**config.mk**
```make
export PLATFORM = sky130hd
export DESIGN_NAME = lpt_regs
export DESIGN_NICKNAME = d
export VERILOG_FILES = /design/src/lpt_pkg.sv /design/src/lpt_regs.sv
export SDC_FILE = /design/constraint.sdc
export NUM_CORES = 1
export LEC_CHECK = 0
export ABC_AREA = 1
export BUFFER_PORTS_ARGS = -buffer_cell sky130_fd_sc_hd__buf_2
export CORE_UTILIZATION = 44
export CTS_CLUSTER_DIAMETER = 30
export DETAILED_ROUTE_END_ITERATION = 7
export GPL_TIMING_DRIVEN = 0
export MAX_ROUTING_LAYER = met4
export PLACE_DENSITY = 0.85
export SLEW_MARGIN = 30
export SYNTH_ARGS = -nofsm -noshare
export SYNTH_HDL_FRONTEND = slang
export SYNTH_SLANG_ARGS = --single-unit
```
**constraint.sdc**
```tcl
create_clock -name clk -period 0.9 [get_ports clk]
set_input_delay 0.135 -clock clk [delete_from_list [all_inputs] [get_ports clk]]
set_output_delay 0.135 -clock clk [all_outputs]
set_load 0.02 [all_outputs]
```
**src/lpt_pkg.sv**
```systemverilog
// shared types and constants of the latency pair tracker
package lpt_pkg;

  // request opcodes
  localparam logic [1:0] OP_BEGIN  = 2'd0;
  localparam logic [1:0] OP_END    = 2'd1;
  localparam logic [1:0] OP_SWITCH = 2'd2;

  // event kind reported for a closed block interval
  localparam logic [2:0] KIND_SWITCH = 3'd7;

  // entry status codes
  localparam logic [1:0] ST_EMPTY = 2'd0;
  localparam logic [1:0] ST_VALID = 2'd1;
  localparam logic [1:0] ST_TOMB  = 2'd2;

  // register file
  localparam int unsigned PADDR_W   = 3;
  localparam int unsigned REG_IDX_W = 1;
  localparam logic [REG_IDX_W-1:0] REG_MIN_LAT   = 1'b0;
  localparam logic [REG_IDX_W-1:0] REG_KIND_MASK = 1'b1;
  localparam logic [31:0] MIN_LAT_RESET   = 32'd1000000;
  localparam logic [7:0]  KIND_MASK_RESET = 8'd240;

  typedef struct packed {
    logic [1:0]         opcode;
    logic [31:0]        process_id;
    logic [31:0]        thread_id;
    logic [31:0]        next_process_id;
    logic [2:0]         event_kind_in;
    logic signed [31:0] return_code;
    logic [63:0]        now_ns;
  } in_item_t;

  typedef struct packed {
    logic [63:0]        event_time_ns;
    logic [31:0]        event_process_id;
    logic [2:0]         event_kind;
    logic [63:0]        event_latency;
    logic signed [31:0] error_code;
  } out_item_t;

  typedef struct packed {
    logic [31:0] min_latency_ns;
    logic [7:0]  filtered_kind_mask;
  } cfg_t;

  typedef struct packed {
    logic [1:0]  status;
    logic [63:0] key;
    logic [63:0] start_ns;
  } entry_t;

endpackage

```
**src/lpt_regs.sv**
```systemverilog
// apb configuration registers
module lpt_regs (
  input  logic                         clk,
  input  logic                         rst,
  input  logic                         psel,
  input  logic                         penable,
  input  logic                         pwrite,
  input  logic [lpt_pkg::PADDR_W-1:0]  paddr,
  input  logic [31:0]                  pwdata,
  output logic [31:0]                  prdata,
  output logic                         pready,
  output lpt_pkg::cfg_t                cfg
);
  import lpt_pkg::*;

  logic [REG_IDX_W-1:0] reg_idx;
  logic                 wr_en;

  assign pready  = 1'b1;
  assign reg_idx = paddr[PADDR_W-1:2];
  assign wr_en   = psel && penable && pwrite;

  always_ff @(posedge clk) begin
    if (rst) begin
      cfg.min_latency_ns     <= MIN_LAT_RESET;
      cfg.filtered_kind_mask <= KIND_MASK_RESET;
    end else if (wr_en) begin
      case (reg_idx)
        REG_MIN_LAT: begin
          cfg.min_latency_ns <= pwdata;
        end
        REG_KIND_MASK: begin
          cfg.filtered_kind_mask <= pwdata[7:0];
        end
        default: begin
        end
      endcase
    end
  end

  always_comb begin
    case (reg_idx)
      REG_MIN_LAT:   prdata = cfg.min_latency_ns;
      REG_KIND_MASK: prdata = {24'd0, cfg.filtered_kind_mask};
      default:       prdata = '0;
    endcase
  end

endmodule

```
==> metrics.cfg <==
[outcome]
status=complete, but fails checks
violations=negative setup slack

[floorplan]
die-height_um=68.6
start_util_pct=47.4
core-area_um2=4120
rows=23
die_area_um2=4700
pin_count=113
die_x_um=68.6

[critical_path]
cp_num_buf_inv=2
end_kind=output port
rr_worst_depth=4
cpPeakStageDelay_ps=360
crit_type=register to output port
start_kind=register
crit_chain=inv_2 > nor2_2 > buf_6
arrival_ps=960
cp_max_fo=2
critPathSlowestCell=dfxtp_2
critPathRequiredTime_ps=760
cp_num_cells=3
path_delay_family=flip-flops

[sta]
worst_slew_pin_slew_ps=535
finalHoldViolCount=0
max_freq_ghz=0.913
slew_headroom_pct=64.3
rsz0062_at_grt=yes
period_share_pct=122
finalMaxSlewViolations=0
setup_viol=60
finalWorstSetupSlack_ps=-195
timing.hold.ws_ps=84.0
fin_crit_ps=1100
skew_ps=0

[layout]
area_delta_synth_final_pct=82.0
final-seq-area_um2=856
drive_gt1_share_pct=54.5
fin_area_um2=3550
largest-register=cfg
multi_input_area_um2=946
utilization_pct=86.3
antenna_cells=0
fin_nets=498
layoutNonFillerInstCount=509
fill_cells=206
reg_top3=cfg: 40 flops
largest_reg_flops=40

[worst_hold_path]
min_path_type=input pin to register
hold_depth=3

[power]
leakage_nw=1.83
peakVddDrop_mv=1.03
powerDensity_nw_per_um2=1250

[clocking]
ctsHoldBuffers=0
cts_made_buffers=5
cts_tree=built
cts_max_level=2
cts.path.max_buffers=2
clkTransAtPathRegs_ps=80
clockRootBuffer=clkbuf_8
clock-sinks=40
worstSkewPairLatency_ps=280

[synthesis]
async_flop_share_pct=0
synth_edf_count=0
synth_seq_cells=40
synth_area_leaders=dfxtp_1 41%, nor2_1 16%, nand2_1 15%
ys.flop_type=dfxtp_1
synthTopCellsByCount=82 x nor2_1, 78 x nand2_1, 51 x inv_1
syn-num-nets=355
synth-seq-area-share_pct=41.1
yosysUniqueCellTypes=15
yosysMostFrequentCell=nor2_1
synth.avg_cell_area_um2=6.19
synth_top_area_cell=dfxtp_1
netlist_instances=315
yosysWarnings=0
synth_top_area_share_pct=41.1
synthesis.area_um2=1950

[route]
drc_errors=0
postRouteAntennaNets=0
via_per_inst=5.29
drtIter0Drc=197
wl_per_cell_um=17.5
drt-total-wl_mm=8.93
vias=2691
first_pass_iters=5

[placed_design]
port-buffer-count=109
dpl_cell_area_um2=2600
post-place-ws_ps=-311
placed_cells=474
gp_congestion=0.739
dp_hpwl_mm=4.16

[grt]
grt_max_degree=13
grt_pass1_vias=2245
grtUsageTotal_pct=29.8
antenna_found_initial=0
grt-ovfl-total=0
grt_pass1_wl_mm=9.87

[run]
cap_viol_max_count=0

stage by stage:
stage | power [mW] | TNS (ps)
2_1_floorplan | 2.37 | -99.0
3_3_place_gp | 2.63 | -9400
3_5_place_dp | 2.65 | -10820
4_1_cts | 4.21 | -4300
5_1_grt | 4.58 | -8770
6_report | 4.42 | -6690
power breakdown:
group	internal, mW	total, mW	switching [mW]
clock network	0.824	1.44	0.615
logic	0.478	1.07	0.595
registers	1.84	1.91	0.0694
total	3.14	4.42	1.28
repair_timing:
action                     CTS  global route
setup endpoints to repair   72            72
pin swaps                    8            15
gates resized for setup    159            83
buffers inserted             3            24
worst min-delay path, delay by kind of cell:
| kind | cells | cell delay (ps) |
|---|---|---|
| simple gates | 2 | 120 |
| buf+inv | 1 | 90 |
cells by family (layout without fill, tap and decap cells):
family | count (synthesis) | after routing | share of synthesized area [%]
AND/OR/NAND/NOR | 204 | 204 | 43.0
flip-flops | 40 | 40 | 41.1
other | 1 | 1 | 0.192
buffers and inverters | 70 | 214 | 15.7
final timing paths:
| path | startpoint | end | slack (ps) |
|---|---|---|---|
| setup / recovery | cfg[19]$_SDFFE_PP0P_ | prdata[11] | -200 |
| hold / removal | pwdata[4] | cfg[4]$_SDFFE_PP1P_ | 80 |
| setup reg to reg | cfg[20]$_SDFFE_PP0P_ | cfg[20]$_SDFFE_PP0P_ | -20 |
| hold reg to reg | cfg[6]$_SDFFE_PP1P_ | cfg[6]$_SDFFE_PP1P_ | 490 |
routing by layer:
metal	GRT usage [%]	wire length, µm
met1	28.6	3160
met3	4.61	718
met2	58.5	4670
met4	12.0	382
met5	-	0
placed cells by master (no fill, tap or decap):
cell type,instances
buf_1,2
buf_2,41
buf_4,20
buf_6,87
buf_8,2
bufinv_16,1
clkbuf_1,3
clkbuf_8,5
clkinv_2,1
conb_1,1
dfxtp_2,38
dfxtp_4,2
inv_1,34
inv_2,17
inv_4,1
nand2_1,69
nand2_2,9
nand3_1,40
nand3_2,1
nor2_1,60
nor2_2,18
nor2_4,7
area by class of cell:
| cell class | count | area share, % |
|---|---|---|
| Timing Repair Buffer | 136 | 34.7 |
| Multi-Input combinational cell | 205 | 26.6 |
| Sequential cell | 40 | 24.1 |
| Inverter | 52 | 5.57 |
| Buffer | 18 | 4.16 |
| Clock buffer | 6 | 2.04 |
| Tap cell | 50 | 1.76 |
| Clock inverter | 2 | 0.987 |
Power figures use the tool's default switching activity.
